<file path="config.mk">
export PLATFORM = sky130hd
export DESIGN_NAME = vaar_isqrt
export DESIGN_NICKNAME = d
export VERILOG_FILES = /design/src/rtl/core/vaar_isqrt.sv
export SDC_FILE = /design/constraint.sdc
export NUM_CORES = 2
export LEC_CHECK = 0
export BUFFER_PORTS_ARGS = -buffer_cell sky130_fd_sc_hd__buf_2
export CORE_UTILIZATION = 63
export DETAILED_ROUTE_END_ITERATION = 16
export PLACE_DENSITY = 0.76
export SETUP_SLACK_MARGIN = 0.5
export SYNTH_ARGS = -nofsm -noshare
export SYNTH_HDL_FRONTEND = slang
export SYNTH_SLANG_ARGS = --single-unit
</file>
<file path="constraint.sdc">
create_clock -name clk -period 4.4 [get_ports clk]
set_input_delay 1.32 -clock clk [delete_from_list [all_inputs] [get_ports clk]]
set_output_delay 1.32 -clock clk [all_outputs]
set_load 0.01 [all_outputs]
</file>
<file path="src/rtl/core/vaar_isqrt.sv">
module vaar_isqrt (
	input  logic        clk,
	input  logic [61:0] v,
	output logic [30:0] root
);

	localparam int STAGES = 31;

	logic [61:0] rem_s [STAGES];
	logic [61:0] res_s [STAGES];

	// One root bit per stage, trial bit from 2^60 down to 2^0.
	for (genvar k = 0; k < STAGES; k++) begin : g_stage
		localparam logic [61:0] BIT = 62'(1) << (60 - 2 * k);
		logic [61:0] rem_in;
		logic [61:0] res_in;
		logic [61:0] trial;

		if (k == 0) begin : g_first
			assign rem_in = v;
			assign res_in = '0;
		end else begin : g_next
			assign rem_in = rem_s[k-1];
			assign res_in = res_s[k-1];
		end

		assign trial = res_in + BIT;

		always_ff @(posedge clk) begin
			if (rem_in >= trial) begin
				rem_s[k] <= rem_in - trial;
				res_s[k] <= (res_in >> 1) + BIT;
			end else begin
				rem_s[k] <= rem_in;
				res_s[k] <= res_in >> 1;
			end
		end
	end

	assign root = res_s[STAGES-1][30:0];

endmodule

</file>
Word-level counts from Yosys, hierarchy flattened
Memory sizes are Yosys's and may differ from the RTL's.
Cells that the tools add are included.
{ "totals": {"reg_bits": 0, "ramBits": 3844, "in_bits": 63, "out_inout_bits": 31, "wordCells": 341, "n_memories": 2} }
{ "op_classes": {"add_sub_neg": 91, "order_cmp": 31, "mux": 155, "bitwise": 62} }
{ "memory_table": {"columns": ["name", "depth", "width", "rd", "rd_clocked_by_memory_dff", "write_ports", "line_no", "source"], "rows": [
  ["rem_s", 31, 62, 30, 0, 31, "9", "logic [61:0] rem_s [STAGES];"],
  ["res_s", 31, 62, 31, 0, 31, "10", "logic [61:0] res_s [STAGES];"]
]} }
{ "ops": {"columns": ["op", "n"], "rows": [
  ["$mux W62", 62],
  ["$ge A62 B62 Y1", 30],
  ["$sub A62 B62 Y62", 30],
  ["$mux W1", 93],
  ["$add A61 B1 Y62 const B", 1],
  ["$add A61 B11 Y62 const B", 1],
  ["$add A61 B13 Y62 const B", 1],
  ["$add A61 B15 Y62 const B", 1],
  ["$add A61 B17 Y62 const B", 1],
  ["$add A61 B19 Y62 const B", 1],
  ["$add A61 B21 Y62 const B", 1],
  ["$add A61 B23 Y62 const B", 1],
  ["$add A61 B25 Y62 const B", 1],
  ["$add A61 B27 Y62 const B", 1],
  ["$add A61 B29 Y62 const B", 1],
  ["$add A61 B3 Y62 const B", 1],
  ["$add A61 B31 Y62 const B", 1],
  ["$add A61 B33 Y62 const B", 1],
  ["$add A61 B35 Y62 const B", 1],
  ["$add A61 B37 Y62 const B", 1],
  ["$add A61 B39 Y62 const B", 1],
  ["$add A61 B41 Y62 const B", 1],
  ["$add A61 B43 Y62 const B", 1],
  ["$add A61 B45 Y62 const B", 1],
  ["43 further kinds", 104]
]} }

Logic depth before layout (Yosys ltp)
An unclocked memory read counts as a cell.
{ "depth": {"depth_word": 6, "depth_mapped": 16, "depth_no_buf": 13} }

Worst setup path after synthesis
Ideal clock, no wire load.
{ "synth_path": {"path_type": "register to register", "start": "memory rem_s[25][46] (netlist: rem_s[1][604])", "end": "memory rem_s[26][42] (netlist: rem_s[1][662])", "setup_ns": 0.120, "t_arrival_ns": 3.383, "required_time_ns": 4.280, "path_slack_ns": 0.897, "path_stages_with_launch": 12, "path_buffers": 1, "cell_sequence": "dfxtp_1 -> or4_4 -> or3_4 -> or4_4 -> or3_4 -> or4_4 -> nor4_1 -> o311ai_1 -> buf_6 -> and2_4 -> and3b_1 -> xor2_1"} }
{ "synth_lines": {"columns": ["item", "line_no"], "rows": [
  ["from (decl)", "9"]
]} }

==> results_dict.tcl <==
set metrics [dict create \
    final_cell_mix "dfxtp_1, inv_1, nor2_1" \
    synth_cell_types 86 \
    first_global_vias 64000 \
    insertion_delay_ns 0.87 \
    antenna_found_initial 9 \
    pwr-share-seq 0.459 \
    grt_use_total 0.305 \
    rr_worst_depth 9 \
    dr.pass1.iters 7 \
    synth_warnings 0 \
    dieWidth_um 378 \
    stdcell_count 11300 \
    end_kind "flop" \
    slew_violations 0 \
    grt_max_degree 55 \
    r2r_slack_ns 0.65 \
    status "finished, final reports clean" \
    io_buffers 93 \
    final_net_count 9769 \
    ant_nets 0 \
    finalHoldViolCount 0 \
    ys.flop_type "dfxtp_1" \
    area_delta_synth_final_pct 12.1 \
    hold_start "res_s[26][14]" \
    vias 65000 \
    max-slew-margin-rel 0.241 \
    gp_congestion 0.988 \
    synthTopCellsByArea "dfxtp_1, ha_1, xnor2_1" \
    remaining_drc_errors 0 \
    leakagePower_nw 45.8 \
    dp.cells 10800 \
    cp_common_cell "or4_4" \
    switchingPower_mw 22.1 \
    crit_required_ns 5.09 \
    clock_sinks 2356 \
    cts_tree "built" \
    yosysTopAreaCellShare 0.529 \
    setup_viol 0 \
    dieHeight_um 378 \
    dp_hpwl_um 168000 \
    slowest_delay_ns 0.55 \
    grt-ovfl-total 0 \
    syn_area_um2 89100 \
    core-area_um2 140000 \
    fmax_mhz 267 \
    synthCells 8974 \
    syn_area_per_cell_um2 9.93 \
    cp-start-kind "flop" \
    slowest_stage "or4_4" \
    numCtsBuffers 218 \
    cts_root_buf "clkbuf_16" \
    ys_ff_latch 2356 \
    tightest_slew_ns 1.11 \
    ctsHoldBuffers 0 \
    fin_crit_ns 3.75 \
    synth_nets 9562 \
    async_reset_ff_frac 0 \
    cts.clk_slew.worst_paths_ns 0.06 \
    routed_wl_um 221000 \
    vias_per_cell 5.77 \
    synth-edff-count 0 \
    power_frac_clock 0.298 \
    cp.arrival_ns 4.45 \
    layout-drive-gt1-share 0.0762 \
    r2r_start "rem_s[1][604]" \
    layout_commonest_cell "dfxtp_1" \
    die-area_um2 143000 \
    min_to "res_s[27][13]" \
    netSwitchingFraction 0.329 \
    rows 137 \
    start_util 0.637 \
    clk_path_buf_depth 3 \
    post_drt_wl_per_cell_um 19.7 \
    grt_pass1_wl_um 346000 \
    ir_worst_vdd_mv 0.544 \
    post-route-period-util 0.853 \
    fin_skew_ns 0.0903 \
    yosys.area.top_type "dfxtp_1" \
    critical_path_class "flop to flop" \
    power_density_nw_per_um2 671 \
    hp-class "flop to flop" \
    path_cells "or4_4 -> or3_4 -> or4_4 -> or3_4 -> or4_4 -> nor4_4 -> o311ai_4 -> buf_6 -> mux2_4" \
    crit_fanout 49 \
    io-pin-count 94 \
    maxCapViolations 0 \
    internal_power_mw 45.0 \
    holdPathStages 0 \
    p_comb_frac 0.243 \
    yosysSeqAreaShare 0.529 \
    finalSetupTns_ns 0 \
    ctsHtreeMaxLevel 4 \
    drt_iter0_markers 4916 \
    rsz0062_at_grt "false" \
    r2r_end "rem_s[1][638]" \
]
[what timing repair did]
item | 4_1_cts | 5_1_grt
cloned | 0 | 1
endpoints found under the setup margin | 79 | 123
pin swaps | 0 | 3
resized for setup | 8 | 32
buffers inserted | 0 | 3
[routing by layer]
layer	vias to the layer above	part of all wire	global-route usage	wire length [um]
li1	31700	-	-	-
met1	30900	0.44	0.392	96800
met2	1949	0.48	0.522	106000
met3	416	0.055	0.0482	12200
met4	4	0.030	0.0992	6530
met5	-	0.00011	0	25
[worst max-delay path: cells and delay by family, from the launching register on]
kind	cells	cell delay (ns)
buffers and inverters	1	0.27
flip-flops	1	0.34
AO/OA/AOI/OAI	1	0.22
AND/OR/NAND/NOR	6	2.42
multiplexers	1	0.33
[how the worst max path moves through the flow]
stage | startpoint | end | slack (ns)
floorplan | rem_s[1][604] | rem_s[1][662] | 0.90
global placement | res_s[18][41] | rem_s[1][241] | 0.13
detailed placement | res_s[18][41] | rem_s[1][246] | 0.12
CTS | rem_s[1][165] | rem_s[1][241] | 0.48
global route | res_s[28][5] | rem_s[1][867] | 0.50
finish | rem_s[1][604] | rem_s[1][638] | 0.65
[cells in the mapped netlist (all sizes together) (39+ instances only)]
| cell type | number |
|---|---|
| inv | 652 |
| or4 | 74 |
| o21bai | 39 |
| nor2b | 88 |
| nand3 | 139 |
| ha | 525 |
| a21o | 219 |
| nor4b | 50 |
| nor3 | 236 |
| nand4 | 147 |
| dfxtp | 2356 |
| a21oi | 584 |
| o31ai | 39 |
| nor4 | 315 |
| o21ai | 414 |
| clkbuf | 157 |
| mux2 | 79 |
| or2 | 39 |
| nand2b | 119 |
| nor2 | 609 |
| o21a | 90 |
| xnor2 | 448 |
| a31oi | 50 |
| nand2 | 583 |
| xor2 | 375 |
| or3 | 84 |
[power by group through the flow]
stage / registers, mW / logic (mW) / clock network [mW]
after floorplan: 29.0 / 12.6 / 0
after global placement: 31.0 / 15.6 / 0
after detailed placement: 31.0 / 15.9 / 0
after CTS: 30.7 / 16.1 / 20.2
after global routing: 31.2 / 18.1 / 21.1
final: 30.8 / 16.3 / 20.0
[stage by stage]
stage | total power, mW | area, um2 | setup WS [ns] | hold slack (ns) | utilization
4_1_cts | 67.0 | 99800 | 0.477 | 0.318 | 0.713
2_1_floorplan | 41.6 | 89100 | 0.897 | 0.322 | -
3_5_place_dp | 46.9 | 91900 | 0.124 | 0.329 | 0.657
5_1_grt | 70.4 | 100000 | 0.495 | 0.312 | 0.715
3_3_place_gp | 46.6 | 91900 | 0.126 | 0.327 | 0.657
6_report | 67.0 | 100000 | 0.648 | 0.318 | 0.715
[cell type report]
type | instances | area (um2)
Clock buffer | 289 | 6080
Inverter | 653 | 2450
Sequential cell | 2356 | 47200
Tap cell | 1876 | 2350
Antenna cell | 6 | 15.0
Timing Repair Buffer | 157 | 966
Fill cell | 10200 | 39900
Clock inverter | 119 | 1790
Multi-Input combinational cell | 5795 | 39200
[cell families (layout without fill, tap and decap cells)]
group / count (synthesis) / after routing / synth area share
fa+ha+maj: 525 / 525 / 0.0737
compound gates: 1684 / 1684 / 0.116
flops: 2356 / 2356 / 0.529
xor+xnor: 823 / 823 / 0.0809
other cells: 0 / 6 / 0
simple gates: 2671 / 2672 / 0.154
buf+inv: 824 / 1218 / 0.0351
mux: 91 / 91 / 0.0115
[registers in the layout, indices dropped and copies added (netlist names)]
name   count
rem_s   1860
res_s    496
Note: power is estimated with default switching activity, not from simulation.
