### src/rtl/core/vaar_pkg.sv
package vaar_pkg;

	// Fraction bits of the unit-axis, sin and cos values (Q2.30).
	localparam int FRAC = 30;

	// Width of a signed unit-axis component or a sin/cos value.
	localparam int UW = 32;

	// Rotation stages of the sin/cos unit and its working width.
	localparam int CORDIC_ITERS = 30;
	localparam int CORDIC_W = 34;
	localparam logic signed [CORDIC_W-1:0] CORDIC_START = 34'sd652032874;

	localparam logic [31:0] ATAN_TAB [CORDIC_ITERS] = '{
		32'd536870912, 32'd316933406, 32'd167458907, 32'd85004756, 32'd42667331,
		32'd21354465, 32'd10679838, 32'd5340245, 32'd2670163, 32'd1335087,
		32'd667544, 32'd333772, 32'd166886, 32'd83443, 32'd41722,
		32'd20861, 32'd10430, 32'd5215, 32'd2608, 32'd1304,
		32'd652, 32'd326, 32'd163, 32'd81, 32'd41,
		32'd20, 32'd10, 32'd5, 32'd3, 32'd1
	};

	// Working state of one sin/cos rotation stage.
	typedef struct packed {
		logic signed [CORDIC_W-1:0] x;
		logic signed [CORDIC_W-1:0] y;
		logic signed [CORDIC_W-1:0] z;
		logic                       flip;
	} cordic_st_t;

endpackage

### src/rtl/core/vaar_mulr.sv
module vaar_mulr import vaar_pkg::*; #(
	parameter int AW = 32,
	parameter int BW = 32,
	parameter int OW = 33
) (
	input  logic                 clk,
	input  logic signed [AW-1:0] a,
	input  logic signed [BW-1:0] b,
	output logic signed [OW-1:0] y
);

	localparam int PW = AW + BW;

	logic [AW-1:0]   am;
	logic [BW-1:0]   bm;
	logic [PW-1:0]   prod_s1;
	logic            neg_s1;
	logic [PW-1:0]   rnd;
	logic [PW-1:0]   mag;
	logic signed [PW:0] sv;

	// Sign-magnitude product so that halves round away from zero.
	assign am = a[AW-1] ? AW'(-a) : AW'(a);
	assign bm = b[BW-1] ? BW'(-b) : BW'(b);

	always_ff @(posedge clk) begin
		prod_s1 <= PW'(am) * PW'(bm);
		neg_s1  <= a[AW-1] ^ b[BW-1];
	end

	assign rnd = prod_s1 + (PW'(1) << (FRAC - 1));
	assign mag = rnd >> FRAC;
	assign sv  = neg_s1 ? -$signed({1'b0, mag}) : $signed({1'b0, mag});

	always_ff @(posedge clk) begin
		y <= sv[OW-1:0];
	end

endmodule

### config.mk
export PLATFORM = sky130hd
export DESIGN_NAME = vaar_mulr
export DESIGN_NICKNAME = d
export VERILOG_FILES = /design/src/rtl/core/vaar_pkg.sv /design/src/rtl/core/vaar_mulr.sv
export SDC_FILE = /design/constraint.sdc
export NUM_CORES = 2
export LEC_CHECK = 0
export BUFFER_PORTS_ARGS = -buffer_cell sky130_fd_sc_hd__buf_4
export CAP_MARGIN = 20
export CORE_MARGIN = 8
export CORE_UTILIZATION = 47
export CTS_BUF_LIST = sky130_fd_sc_hd__clkbuf_2
export CTS_CLUSTER_SIZE = 30
export DETAILED_ROUTE_END_ITERATION = 8
export HOLD_SLACK_MARGIN = 0.12
export PLACE_DENSITY = 0.64
export SKIP_CTS_REPAIR_TIMING = 1
export SYNTH_ARGS = -nofsm -noshare
export SYNTH_HDL_FRONTEND = slang
export SYNTH_SLANG_ARGS = --single-unit
### constraint.sdc
create_clock -name clk -period 17.2 [get_ports clk]
set_input_delay 0.86 -clock clk [delete_from_list [all_inputs] [get_ports clk]]
set_output_delay 0.86 -clock clk [all_outputs]
set_load 0.01 [all_outputs]
### Word level (Yosys, flattened, before mapping)

Index checks and enable logic that the tools add are counted.

| word-level totals | value |
|---|---|
| memories kept | 0 |
| memory bits (writable) | 0 |
| output and inout port bits | 33 |
| register bits | 97 |
| word-level logic and storage cells | 12 |
| bits in latches | 0 |
| bits in read-only memories | 0 |

| cells by class | value |
|---|---|
| shift-type cells | 0 |
| magnitude comparators | 0 |
| multipliers | 1 |
| divide/modulo/power cells | 0 |
| bitwise operators | 1 |
| eq/ne operators | 0 |
| multiplexer cells | 3 |
| add/sub/neg operators | 4 |
| reduce and logical (&&, ||, !) cells | 0 |

Operator list:

| operator | count |
|---|---|
| 2-to-1 mux 32 bit | 2 |
| negation 32 bit | 2 |
| adder 63 x 30 -> 63 bit, second input constant | 1 |
| multiplier 32 x 32 -> 63 bit | 1 |
| 2-to-1 mux 33 bit | 1 |
| negation 33 bit | 1 |
| bitwise XOR 1 bit | 1 |

### Depth between registers and ports, before layout

| logic depth | value |
|---|---|
| word-level depth | 3 |
| mapped depth | 39 |
| gate-level depth less buffers | 35 |

### Worst setup path before layout

No wires, ideal clock.

| path | value |
|---|---|
| path kind | input -> register |
| from | input a[0] |
| to | register prod_s1[61] |
| cell stages on the path | 37 |
| buffers on the path | 4 |
| path slack | 6.869 ns |
| arrival | 10.209 ns |
| path through | clkbuf_1 inv_1 clkbuf_1 ha_1 nand2b_1 nand2b_1 nand2b_1 or2_2 or3_1 nand2b_1 o21ai_1 xor2_1 clkbuf_1 nor2_1 fa_1 inv_1 fa_1 fa_1 fa_1 inv_1 fa_1 fa_1 fa_1 inv_1 fa_1 inv_1 ha_1 clkbuf_1 a21o_1 o21bai_1 a2111oi_0 o41ai_1 a31oi_1 o21ai_0 a21oi_1 nor4b_1 a311o_1 |

| on the way | value |
|---|---|
| longest elaborated chain between the ends | 3 |

RTL lines:

| element | RTL line | source |
|---|---|---|
| from (decl) | vaar_mulr.sv:7 | `input logic signed [AW-1:0] a,` |
| negation 32 bit | vaar_mulr.sv:23 | `assign am = a[AW-1] ? AW'(-a) : AW'(a);` |
| 2-to-1 mux 32 bit * | vaar_mulr.sv:23 |  |
| multiplier 32 x 32 -> 63 bit * | vaar_mulr.sv:27 | `prod_s1 <= PW'(am) * PW'(bm);` |
| to (signal assigned) | vaar_mulr.sv:27 |  |
| to (decl) | vaar_mulr.sv:16 | `logic [PW-1:0] prod_s1;` |

Every way passes the cells marked *; elsewhere a longest branch is shown, timed or not.

### Worst setup path in the final report

| path | value |
|---|---|
| from | input b[0] |
| to | register prod_s1[61] |

| on the way | value |
|---|---|
| longest elaborated chain between the ends | 3 |

RTL lines:

| element | RTL line | source |
|---|---|---|
| from (decl) | vaar_mulr.sv:8 | `input logic signed [BW-1:0] b,` |
| negation 32 bit | vaar_mulr.sv:24 | `assign bm = b[BW-1] ? BW'(-b) : BW'(b);` |
| 2-to-1 mux 32 bit * | vaar_mulr.sv:24 |  |
| multiplier 32 x 32 -> 63 bit * | vaar_mulr.sv:27 |  |

Marks and branches as above.

==> flow_metrics.py <==
metrics = {
    "timing": {
        "whs_ps": 576.7,
        "min_period_over_period": 0.6902,
        "max_freq_mhz": 84.23,
        "clock_skew_ps": 12.84,
        "rsz0062_at_grt": "false",
        "worstMarginPinSlew_ps": 1164,
        "maxSlewViolCount": 0,
        "layout_min_cycle_time_ps": 11870,
        "finalSetupViolations": 0,
        "hold_viol": 0,
        "slew_headroom": 0.2201,
        "fin_setup_tns_ps": 0,
    },
    "die": {
        "initial_core_util": 0.4750,
        "core_area_um2": 75950,
        "row_count": 101,
        "die_width_um": 293.0,
        "die_height_um": 293.0,
        "die-area_um2": 85870,
        "io_pins": 98,
    },
    "critical_path": {
        "critPathTopFamily": "adder cells",
        "crit_path_max_incr_delay_ps": 740,
        "crit_path_start_kind": "input pin",
        "critPathMaxFanout": 24,
        "crit_top_cell": "fa_1",
        "crit_arrival_ps": 12290,
        "end_kind": "flop",
        "required_ps": 17620,
        "crit_buf_inv": 9,
        "worstSetupPathType": "in -> reg",
        "crit_slowest_cell": "xor2_2",
    },
    "clock_tree": {
        "htree_levels": 3,
        "cts_tree": "yes",
        "clock-sinks": 68,
        "clock_path_buffers": 2,
        "cts_made_buffers": 9,
        "clock_latency_ps": 500,
        "clk_pin_slew_ps": 180,
        "ctsRootBufferMaster": "clkbuf_2",
    },
    "grt": {
        "grt_util_met2": 0.4157,
        "use_met3": 0.08257,
        "met1_usage": 0.3805,
        "antenna_found_initial": 3,
        "top_usage_layer": "met2",
        "grt_overflow": 0,
        "grt_pass1_wl_mm": 182.5,
        "grt_pass1_vias": 30561,
        "track_usage": 0.2779,
        "grt_max_degree": 39,
    },
    "logic_synthesis": {
        "synth_area_leaders": "fa_1 50%, inv_1 9.5%, ha_1 8.9%",
        "synth_edf_count": 0,
        "synth_top_flop_cell": "dfxtp_1",
        "ys_warn_count": 0,
        "synthXorXnorAreaFrac": 0.05172,
        "synthMuxAreaShare": 0.002220,
        "synth_compound_area_frac": 0.04991,
        "synth_seq_area_share": 0.03774,
        "syn_inst": 4165,
        "syn_avg_cell_area_um2": 8.661,
        "synth_top_area_frac": 0.4961,
        "synth_most_common_cell": "inv_1",
        "yosysTopAreaCell": "fa_1",
        "syn-cell-area_um2": 36070,
        "netlist_top_cells_count": "915 x inv_1, 894 x fa_1, 586 x nor2_1",
        "synthAdderAreaFrac": 0.5856,
        "synth_cell_types": 73,
        "synth-async-reset-ratio": 0,
        "ys_seq_elements": 68,
        "synth_top_family_by_area": "adder cells",
        "synth_simple_gate_area_frac": 0.1574,
        "syn_nets": 5382,
    },
    "finish": {
        "final_util": 0.5130,
        "drive_gt1_frac": 0.07238,
        "area_delta_synth_final_pct": 8.006,
        "final_nets": 5412,
    },
    "placement": {
        "dpl.hpwl_mm": 92.91,
        "gp_routability_congestion": 1.010,
        "io_buffers": 97,
    },
    "run_status": {
        "status": "complete, no violations",
    },
    "drt": {
        "wl_per_cell_um": 22.59,
        "firstDrtPassIters": 6,
        "via_per_inst": 5.578,
        "vias": 29193,
        "drtAntennaViolNets": 0,
        "drc": 0,
        "finalWirelength_mm": 118.2,
        "dr.first_iter.drc_count": 2377,
    },
    "min_path": {
        "min_path_type": "reg -> reg",
    },
    "job": {
        "drv_cap": 0,
    },
}
==> layer usage <==
layer	routed length, µm	up-vias
met5	30	-
met4	5643	4
met3	15100	308
met2	50540	1647
met1	46930	14838
li1	-	12396
==> path summary, 6_finish.rpt <==
path,from,endpoint,slack (ps),cells after the start
max,b[0],prod_s1[61],5330,35
min,prod_s1[62],y[32],580,2
max reg2reg,prod_s1[30],y[32],13250,9
min reg2reg,prod_s1[62],y[32],580,2
==> cell families (layout without fill, tap and decap cells) <==
group           Yosys count  after routing
compound gates          281            281
mux                       8              8
simple gates           1341           1341
buf+inv                1102           1137
flops                    68             68
fa+ha+maj              1152           1152
other cells               0              4
xor+xnor                213            213
==> final cells by class <==
cell class | count | area (µm²)
fill | 7078 | 36990
multi-input combinational | 2995 | 31160
inverter | 915 | 3435
timing repair buffer | 206 | 1575
sequential | 68 | 1361
tap | 1030 | 1289
clock inverter | 6 | 78.83
clock buffer | 10 | 50.05
antenna | 4 | 10.01
==> cells in the final DEF, fill, tap and decap left out, drive strengths merged, types with 4 or more instances in the layout <==
| master | instances |
|---|---|
| a21o | 24 |
| a21oi | 77 |
| a31oi | 13 |
| and2 | 24 |
| and3 | 8 |
| and4 | 7 |
| buf | 205 |
| clkbuf | 10 |
| clkinv | 4 |
| dfxtp | 68 |
| diode | 4 |
| fa | 894 |
| ha | 258 |
| inv | 915 |
| mux2i | 8 |
| nand2 | 531 |
| nand2b | 23 |
| nand3 | 32 |
| nand4 | 30 |
| nor2 | 587 |
| nor2b | 7 |
| nor3 | 20 |
| nor3b | 5 |
| nor4 | 18 |
| o211ai | 7 |
| o21a | 10 |
| o21ai | 65 |
| o21bai | 16 |
| o22ai | 4 |
| o31ai | 25 |
| o41ai | 12 |
| or2 | 10 |
| or3 | 18 |
| or4 | 10 |
| xnor2 | 126 |
| xor2 | 87 |
==> sequential cells by signal (all words and copies together) (netlist names) <==
name	cells
neg_s1	1
prod_s1	34
y	33
==> tightest hold or removal path: stages, from the launching register on <==
cell     delay [ps]
dfxtp_1         350
xor2_1           80
xnor2_1         120
==> through the flow <==
| stage | worst slack (ps) | instances | instance area [µm²] |
|---|---|---|---|
| 2_1_floorplan | 6869 | 4165 | 36070 |
| 3_3_place_gp | 4697 | 5211 | 38770 |
| 3_5_place_dp | 4523 | 5212 | 38780 |
| 4_1_cts | 5052 | 5228 | 38910 |
| 5_1_grt | 5034 | 5230 | 38950 |
| 6_report | 5328 | 5234 | 38960 |
Power is left out: the tool's default activity adds up to more than one toggle a clock period on the data nets, which glitch-free logic cannot reach.
